$ cat src/rtl/core/tcw_pkg.sv
// Shared types and constants of the text console writer.
package tcw_pkg;

  // Default geometry of the cell store
  localparam int COLUMNS_DEF = 80;
  localparam int ROWS_DEF    = 25;

  // Fixed field widths of the channels
  localparam int CHAR_W  = 8;
  localparam int COLOR_W = 4;
  localparam int ATTR_W  = 8;
  localparam int INDEX_W = 11;
  localparam int CELL_W  = CHAR_W + ATTR_W;

  // Item kinds and special characters
  localparam logic        KIND_PUT     = 1'b0;
  localparam logic        KIND_READ    = 1'b1;
  localparam logic [7:0]  NEWLINE_CODE = 8'h0a;

  // Classified item as held in the queue between front and back
  typedef struct packed {
    logic                 is_read;
    logic                 is_newline;
    logic [CHAR_W-1:0]    char_code;
    logic [ATTR_W-1:0]    attr;
    logic                 eos;
    logic [INDEX_W-1:0]   read_index;
  } tcw_item_t;

  // Queue head as seen by the back part
  typedef struct packed {
    logic      valid;
    tcw_item_t item;
  } tcw_q_t;

  // Control from the back part to the front part
  typedef struct packed {
    logic pop;
    logic clearing;
  } tcw_ctl_t;

  typedef enum logic [2:0] {
    ST_CLEAR,
    ST_IDLE,
    ST_RD_WAIT,
    ST_SCROLL_COPY,
    ST_SCROLL_CLR
  } tcw_state_t;

endpackage

$ cat src/rtl/core/tcw_if.sv
// Valid/ready channel interfaces for console items and results.
interface tcw_in_if;
  import tcw_pkg::*;
  logic                valid;
  logic                ready;
  logic                kind;
  logic [CHAR_W-1:0]   char_code;
  logic [COLOR_W-1:0]  fg_color;
  logic [COLOR_W-1:0]  bg_color;
  logic                end_of_string;
  logic [INDEX_W-1:0]  read_index;

  modport source (output valid, kind, char_code, fg_color, bg_color, end_of_string,
                  read_index, input ready);
  modport sink   (input valid, kind, char_code, fg_color, bg_color, end_of_string,
                  read_index, output ready);
endinterface


$ cat src/rtl/core/tcw_front.sv
// Front part: accept and classify items into a two-entry queue.
module tcw_front (
  input  logic              clk,
  input  logic              rst_n,
  tcw_in_if.sink            in_ch,
  input  tcw_pkg::tcw_ctl_t ctl,
  output tcw_pkg::tcw_q_t   q
);
  import tcw_pkg::*;

  localparam int QDEPTH = 2;

  tcw_item_t item_r [QDEPTH];
  logic      wp_r, wp_nxt;
  logic      rp_r, rp_nxt;
  logic [1:0] cnt_r, cnt_nxt;
  logic      push;
  tcw_item_t cls;

  // Accept while there is room and the store is not being cleared
  assign in_ch.ready = (cnt_r != 2'(QDEPTH)) && !ctl.clearing;
  assign push        = in_ch.valid && in_ch.ready;

  // Classify the incoming item
  always_comb begin
    cls.is_read    = (in_ch.kind == KIND_READ);
    cls.is_newline = (in_ch.kind == KIND_PUT) && (in_ch.char_code == NEWLINE_CODE);
    cls.char_code  = in_ch.char_code;
    cls.attr       = {in_ch.bg_color, in_ch.fg_color};
    cls.eos        = in_ch.end_of_string;
    cls.read_index = in_ch.read_index;
  end

  // Advance pointers and count
  always_comb begin
    wp_nxt  = push ? ~wp_r : wp_r;
    rp_nxt  = ctl.pop ? ~rp_r : rp_r;
    cnt_nxt = cnt_r + 2'(push) - 2'(ctl.pop);
  end

  always_ff @(posedge clk) begin
    if (!rst_n) begin
      wp_r  <= 1'b0;
      rp_r  <= 1'b0;
      cnt_r <= 2'd0;
    end else begin
      wp_r  <= wp_nxt;
      rp_r  <= rp_nxt;
      cnt_r <= cnt_nxt;
    end
  end

  // Store the classified item
  always_ff @(posedge clk) begin
    if (push) begin
      item_r[wp_r] <= cls;
    end
  end

  assign q.valid = (cnt_r != 2'd0);
  assign q.item  = item_r[rp_r];
endmodule

$ cat src/flat_wrapper.sv
// flat-port wrapper written by rule: the top's interface ports become plain ports
module tcw_front_flat import tcw_pkg::*;
  (clk, rst_n, ctl, q, in_ch_valid, in_ch_kind, in_ch_char_code, in_ch_fg_color, in_ch_bg_color, in_ch_end_of_string, in_ch_read_index, in_ch_ready);
  tcw_in_if in_ch_i ();
  input  logic clk;
  input  logic rst_n;
  input  tcw_pkg::tcw_ctl_t ctl;
  output tcw_pkg::tcw_q_t q;
  input wire logic [$bits(in_ch_i.valid)-1:0] in_ch_valid;
  input wire logic [$bits(in_ch_i.kind)-1:0] in_ch_kind;
  input wire logic [$bits(in_ch_i.char_code)-1:0] in_ch_char_code;
  input wire logic [$bits(in_ch_i.fg_color)-1:0] in_ch_fg_color;
  input wire logic [$bits(in_ch_i.bg_color)-1:0] in_ch_bg_color;
  input wire logic [$bits(in_ch_i.end_of_string)-1:0] in_ch_end_of_string;
  input wire logic [$bits(in_ch_i.read_index)-1:0] in_ch_read_index;
  output wire logic [$bits(in_ch_i.ready)-1:0] in_ch_ready;
  assign in_ch_i.valid = in_ch_valid;
  assign in_ch_i.kind = in_ch_kind;
  assign in_ch_i.char_code = in_ch_char_code;
  assign in_ch_i.fg_color = in_ch_fg_color;
  assign in_ch_i.bg_color = in_ch_bg_color;
  assign in_ch_i.end_of_string = in_ch_end_of_string;
  assign in_ch_i.read_index = in_ch_read_index;
  assign in_ch_ready = in_ch_i.ready;
  tcw_front u_core (.clk(clk), .rst_n(rst_n), .in_ch(in_ch_i), .ctl(ctl), .q(q));
endmodule
$ cat config.mk
export PLATFORM = sky130hd
export DESIGN_NAME = tcw_front_flat
export DESIGN_NICKNAME = d
export VERILOG_FILES = /design/src/rtl/core/tcw_pkg.sv /design/src/rtl/core/tcw_if.sv /design/src/rtl/core/tcw_front.sv /design/src/flat_wrapper.sv
export SDC_FILE = /design/constraint.sdc
export NUM_CORES = 1
export LEC_CHECK = 0
export ABC_AREA = 1
export ABC_CLOCK_PERIOD_IN_PS = 4900
export BUFFER_PORTS_ARGS = -buffer_cell sky130_fd_sc_hd__buf_2
export CAP_MARGIN = 20
export CORE_ASPECT_RATIO = 2
export CORE_MARGIN = 2
export CORE_UTILIZATION = 40
export CTS_CLUSTER_DIAMETER = 60
export DETAILED_ROUTE_END_ITERATION = 12
export SLEW_MARGIN = 30
export SYNTH_ARGS = -nofsm -noshare
export SYNTH_HDL_FRONTEND = slang
export SYNTH_SLANG_ARGS = --single-unit
$ cat constraint.sdc
create_clock -name clk -period 4.9 [get_ports clk]
set_input_delay 0.98 -clock clk [delete_from_list [all_inputs] [get_ports clk]]
set_output_delay 0.98 -clock clk [all_outputs]
set_load 0.05 [all_outputs]
**Word level (Yosys, flattened, before mapping)**

Memory sizes are Yosys's and may differ from the RTL's. A register that Yosys moved wholly into a read port is not among the register bits.
Index checks and enable logic that the tools add are counted.

- Multiplexer cells: 4
- Reductions and logical operators: 5
- Bitwise operators: 3
- Multiply operators: 0
- Div/mod/pow operators: 0
- Add/subtract/negate cells: 2
- Shifts and indexed selects: 0
- Order comparisons: 0
- Eq/ne operators: 2

Operators by type and width:

| kind | count |
|---|---|
| equality test 8 x 4 -> 1 bit (second input constant) | 1 |
| two-way mux 1 bit | 4 |
| logical AND 1 bit | 3 |
| inverter 1 bit | 3 |
| adder 2 x 1 -> 2 bit | 1 |
| inequality test 2 bit (second input constant) | 1 |
| nonzero test 2 bit | 1 |
| subtractor 2 x 1 -> 2 bit | 1 |
| logical NOT 1 bit | 1 |

- Bits in registers: 4
- Input port bits: 34
- Word-level logic and storage cells: 20
- RAM bits: 60
- Output and inout bits: 32
- Latch bits: 0
- Memories kept: 1
- Bits in read-only memories: 0

Memories:

| name | depth | width | read ports | clocked after memory_dff | wr ports | RTL line | RTL |
|---|---|---|---|---|---|---|---|
| u_core.item_r | 2 | 30 | 1 | 1 | 1 | tcw_front.sv:13 | `tcw_item_t item_r [QDEPTH];` |

**Depth between registers and ports, before layout**

Gate-level depths: netlist of run 1.

- Depth in word-level cells: 5
- Gate-level depth with buffers: 10
- Mapped depth without buffers: 10

**Least setup slack after synthesis of run 1**

No wires, ideal clock.

- Kind: in2reg
- From: in ctl[0] (netlist bit)
- To: mem u_core.item_r[0][0] (netlist bit) (enable)
- Arrival: 2.424 ns
- Cell stages on the path: 3
- Slack: 2.059 ns
- Library setup time: 0.417 ns
- Buffers on the path: 0
- Data required time: 4.483 ns
- Cells stage by stage: inv_1 -> nand3_1 -> nor2_1

- Longest elaborated chain between the ends: 5

RTL lines:

| item | RTL line | RTL |
|---|---|---|
| start, declared | flat_wrapper.sv:7 | `input tcw_pkg::tcw_ctl_t ctl;` |
| logical NOT 1 bit | tcw_front.sv:21 | `assign in_ch.ready = (cnt_r != 2'(QDEPTH)) && !ctl.clearing;` |
| logical AND 1 bit | tcw_front.sv:21 |  |
| logical AND 1 bit | tcw_front.sv:22 | `assign push = in_ch.valid && in_ch.ready;` |
| two-way mux 1 bit | tcw_front.sv:55 | `if (push) begin` |
| two-way mux 1 bit (implied by the code) | tcw_front.sv:56 | `item_r[wp_r] <= cls;` |
| end, declared | tcw_front.sv:13 |  |

No other way between the ends.

==> metrics, run 1 <==
status completed; commonest non-fill, non-tap cell in the layout buf_2; most frequent cells in the layout buf_2, edfxtp_1, mux2_4, inv_1, nand2_1; max-cap violation count 0; Die Width 60.7 um; drt wl/cell 13.5 um; pre-CTS setup slack 2.47 ns; Seq/Total Area, Yosys 73.9%; post-route setup slack 2.32 ns; IO Port Bufs 65; compound-gate portion of the synthesized area 0.389%; CP Capture Type output pin; antenna violations before repair 0; clk sinks 65; Setup Buffers After CTS 0; pins over their slew limit 0; Area Growth Syn to Fin 25.7%; TritonCTS clock tree built; TritonCTS Buffers 9; root buffer cell clkbuf_16; Post-Synth Adder-Cell Area 0.972%; Req. time, crit path 3.92 ns; routed vias/inst 4.42; Post-Syn Nets 175; post-DP HPWL 2.77 mm; P per Cell Area 422 nW/um^2; syn avg cell area 18.5 um^2; vias in the first global route 1407; DRC errors left 0; Worst-Margin Slew 0.563 ns; Hold WC Path Type register to register; Worst Setup Start Kind register; First DRT Iteration DRCs 12; Crit Path Max Fanout 30; mux cell area share after synthesis 17.5%; largest family of logic cells by synthesized area multiplexers; # setup viols final 0; Clock Skew 0.00289 ns; Antenna Nets Post-Route 0; routability cong. 0.699; diode count 0; VDD IR max 267 uV; post-CTS sizing 0; Post-Synth Simple-Gate Area 4.04%; IO Count 66; layout cell share with drive strength beyond 1 50.0%; total wire length 4.08 mm; router iterations before antenna repair 3; Synth Cell Area 2570 um^2; Core Area 6260 um^2; Fin. Hold Viols 0; Max-slew headroom 62.5%; Yosys warnings 0; initial core utilization 41.1%; Die H 117 um; Mapped Cells 139; num rows 41; Peak Freq 387 MHz; Vias 1334; clk_lat worst skew 0.31 ns; CTS clk-pin slew, worst paths 0.05 ns; Synth cell types 14; Static Leak 1.34 nW; Final #Nets 250; Congestion Overflow GR 0; clock tree buffer depth 2; Total GRT Usage 12.9%; Synth Area in XOR/XNOR 0%; largest net degree at the start of global routing 31; hold slack 0.498 ns; register bit count reported by yosys 65; CTS Hold Bufs 0; die footprint 7130 um^2; period utilization 52.7%; setup TNS 0 ns; first-pass GRT wire length 6.36 mm; min cycle time layout 2.58 ns; RSZ-0062 raised after global routing no; Arr. time, crit path 1.60 ns; htree depth 3; crit path kind register to output pin
## power breakdown
part / switching (mW) / internal [mW] / total [mW]
Sequential: 0.0171 / 0.637 / 0.654
Clock: 0.188 / 0.326 / 0.514
Combinational: 0.130 / 0.0673 / 0.198
Total: 0.336 / 1.03 / 1.37
## area by class of cell
| type | count | area [um^2] |
|---|---|---|
| fillers | 561 | 3020 |
| flip-flops and latches | 65 | 1910 |
| multi-input cells | 58 | 592 |
| repair buffers | 67 | 340 |
| clock buffers | 10 | 229 |
| well taps | 86 | 108 |
| inverters | 13 | 48.8 |
| clock inverters | 3 | 11.3 |
## final timing paths
path,from,end,slack (ns),cells after the start
worst max-delay path,register,q[9],2.32,2
worst max register to register,u_core.cnt_r[0],u_core.item_r[0][5],3.48,5
worst min register to register,u_core.rp_r,u_core.rp_r,0.50,2
worst min-delay path,u_core.rp_r,u_core.rp_r,0.50,2
## sequential cells by signal, summed over array words and instances, names as in the netlist, named ones only
signal	count
u_core.item_r	60
u_core.cnt_r	2
u_core.rp_r	1
u_core.wp_r	1
## critical path: stages, from the launching register on
cell,delay [ns]
dfxtp_4,0.71
mux2_4,0.35
buf_2,0.21
## cell usage after synthesis
| master | n | area (um^2) |
|---|---|---|
| nor3b_1 | 1 | 7.51 |
| inv_1 | 13 | 48.8 |
| nand4_1 | 1 | 6.26 |
| nor3_1 | 1 | 5.00 |
| dfxtp_1 | 5 | 100 |
| or2_0 | 1 | 6.26 |
| nand3_1 | 3 | 15.0 |
| ha_1 | 2 | 25.0 |
| nor2_1 | 7 | 26.3 |
| buf_6 | 3 | 33.8 |
| nand2_1 | 10 | 37.5 |
| a21oi_1 | 2 | 10.0 |
| mux2_4 | 30 | 450 |
| edfxtp_1 | 60 | 1800 |
## through the flow
step	power [mW]	util [%]	cells	cell area [um^2]
CTS	1.39	51.7	302	3230
global route	1.42	51.7	302	3230
finish	1.37	51.7	302	3230
floorplan	0.817	-	139	2570
detailed placement	0.865	47.8	289	2990
global placement	0.864	47.8	289	2990
## logic make-up (layout without fill, tap and decap cells)
logic type,count (synthesis),in the layout
flops,65,65
mux,30,30
simple gates,24,24
buf+inv,16,93
fa+ha+maj,2,2
compound gates,2,2
## layer usage
layer | global-route usage (%) | up-vias | share of wire [%]
met5 | 0 | - | 0
met4 | 6.93 | 0 | 2.4
met3 | 6.28 | 9 | 5.4
met2 | 22.7 | 38 | 57
met1 | 10.9 | 625 | 35
li1 | - | 662 | -
Note: power is estimated with default switching activity, not from simulation.
==> run 2: changes to the inputs <==
Settings changed: ABC_CLOCK_PERIOD_IN_PS 4900 to 2100, PLACE_DENSITY from default to 0.65.
Clock period 4.9 ns to 2.1 ns, I/O delays scaled along.
==> run 2 against run 1 <==
  * Total power rose by 150%
  * Wire length decreased by 0.81%
  * Flip-flop and latch count did not move
  * Design area grew 2.3%
  * Final cell count is 1.3% higher
  * Sequential share of layout area down 1.4 points
  * Clock skew rose by 0.0021 ns
  * Register-to-register slack got worse by 2.8 ns
  * Critical endpoint is now q[23]
  * Highest routed layer unchanged
==> metrics, run 2 (same netlist as run 1, synthesis figures left out) <==
min cycle time layout 1.87 ns; Peak Freq 534 MHz; period utilization 89.2%; GR peak layer met2; Worst R2R Start u_core.cnt_r[0]; # setup viols final 0 (unchanged); CTS clk-pin slew, worst paths 0.05 ns (about the same); Final #Nets 251 (+0.40%); Total GRT Usage 12.3% (-0.62 points); First DRT Iteration DRCs 32 (+20); clk sinks 65 (unchanged); clk_lat worst skew 0.32 ns (about the same); area of the multi-input gates 597 um^2 (+0.85%); Core Area 6260 um^2 (unchanged); Hold WC Path Type input pin to register; largest net degree at the start of global routing 31 (unchanged); vias in the first global route 1350 (-4.1%); IO Port Bufs 65 (unchanged); Setup Buffers After CTS 0 (unchanged); P per Cell Area 1020 nW/um^2 (+140%); CP endpoint q[23]; Tot Pwr 3.37 mW (+150%); Die Width 60.7 um (unchanged); drt wl/cell 13.2 um (-2.1%); Congestion Overflow GR 0 (unchanged); initial core utilization 41.1% (unchanged); layout cell share with drive strength beyond 1 50.9% (+0.91 points); Crit Reg-Reg Endpoint u_core.item_r[0][21]; post-DP HPWL 2.84 mm (+2.4%); status completed; total wire length 4.04 mm (-0.81%); VDD IR max 706 uV (+160%); met1 usage 12.1% (+1.2 points); setup TNS 0 ns (unchanged); max-cap violation count 0 (unchanged); Worst Setup Start Kind register; DRC errors left 0 (unchanged); root buffer cell clkbuf_16; fin util 52.9% (+1.2 points); pre-CTS setup slack 0.500 ns (-1.97 ns); Fin. Hold Viols 0 (unchanged); crit path kind register to output pin; Max-slew headroom 72.5% (+10 points); antenna violations before repair 0 (unchanged); clock tree buffer depth 2 (unchanged); met2 GRT Util 19.5% (-3.2 points); first-pass GRT wire length 6.07 mm (-4.7%); CTS Hold Bufs 0 (unchanged); IO Count 66 (unchanged); num rows 41 (unchanged); Antenna Nets Post-Route 0 (unchanged); Fill cells 541 (-3.6%); max reg flops 60 (unchanged); Die H 117 um (unchanged); Vias 1362 (+2.1%); routed vias/inst 4.45 (+0.76%); RSZ-0062 raised after global routing no; Req. time, crit path 1.68 ns (-2.24 ns); pins over their slew limit 0 (unchanged); post-route setup slack 0.227 ns (-2.09 ns); routability cong. 0.759 (+8.5%); met3 Usage GRT 6.06% (-0.22 points); commonest non-fill, non-tap cell in the layout buf_2; Largest Register u_core.item_r; die footprint 7130 um^2 (unchanged); Reg2Reg Setup Slack 0.66 ns (-2.82 ns); Area Growth Syn to Fin 28.6%; diode count 0 (unchanged); TritonCTS Buffers 9 (unchanged); CP Capture Type output pin; TritonCTS clock tree built; Arr. time, crit path 1.45 ns (-0.15 ns); Register Area 1900 um^2 (-0.13%); htree depth 3 (unchanged); Reg2Reg Depth 5 (unchanged); Worst-Margin Slew 0.413 ns (-0.150 ns); Crit Path Max Fanout 30 (unchanged); router iterations before antenna repair 3 (unchanged); Clock Skew 0.00494 ns (+0.00205 ns); most frequent cells in the layout buf_2, edfxtp_1, mux2_4, inv_1, nand2_1; post-CTS sizing 0 (unchanged); Static Leak 1.37 nW (+2.5%); Largest regs u_core.item_r: 60 flops, u_core.cnt_r: 2 flops
[run 2: cell count changes in the layout (fill, tap and decap cells not counted)]
cell	before	now
buf_12	0	2
buf_4	2	1
bufinv_16	0	1
clkbuf_1	1	3
clkinv_1	3	1
clkinv_2	0	2
dfxtp_2	0	1
dfxtp_4	1	0
nor2_2	1	0
nor2_4	0	1
[run 2: critical path: stages, from the launching register on]
cell     delay, ns
dfxtp_2       0.33
buf_12        0.24
mux2_4        0.33
buf_2         0.21
[run 2: worst min path at each step]
stage / slack (ns) / cells past startpoint / start / to
finish: 0.29 / 1 / in_ch_fg_color[2] / u_core.item_r[1][14]
global route: 0.27 / 1 / in_ch_fg_color[2] / u_core.item_r[0][14]
CTS: 0.28 / 1 / in_ch_read_index[4] / u_core.item_r[1][4]
detailed placement: 0.49 / 2 / u_core.rp_r / register
global placement: 0.48 / 2 / u_core.rp_r / u_core.rp_r
floorplan: 0.46 / 2 / u_core.rp_r / register
[run 2: final cells by class]
| cell class | instances | share of cell area (%) |
|---|---|---|
| well taps | 86 | 3.25 |
| flip-flops and latches | 65 | 57.5 |
| clock buffers | 12 | 7.15 |
| multi-input cells | 58 | 18.0 |
| clock inverters | 4 | 1.32 |
| repair buffers | 68 | 11.3 |
| inverters | 13 | 1.47 |
[run 2: layer usage]
metal	vias up	share of wire, %
met5	-	0
met3	11	5.9
li1	663	-
met4	0	3.8
met1	644	36
met2	44	54
[run 2: per-stage QoR]
stage | instances | hold slack [ns] | cell area [um^2]
finish | 306 | 0.293 | 3310
global route | 306 | 0.274 | 3310
CTS | 306 | 0.277 | 3310
detailed placement | 290 | 0.494 | 3030
global placement | 290 | 0.481 | 3030
floorplan | 139 | 0.463 | 2580
[run 2: power breakdown]
| part | internal (mW) | switching, mW | leakage (nW) |
|---|---|---|---|
| Combinational | 0.167 | 0.330 | 0.643 |
| Clock | 0.909 | 0.466 | 0.138 |
| Sequential | 1.49 | 0.0179 | 0.593 |
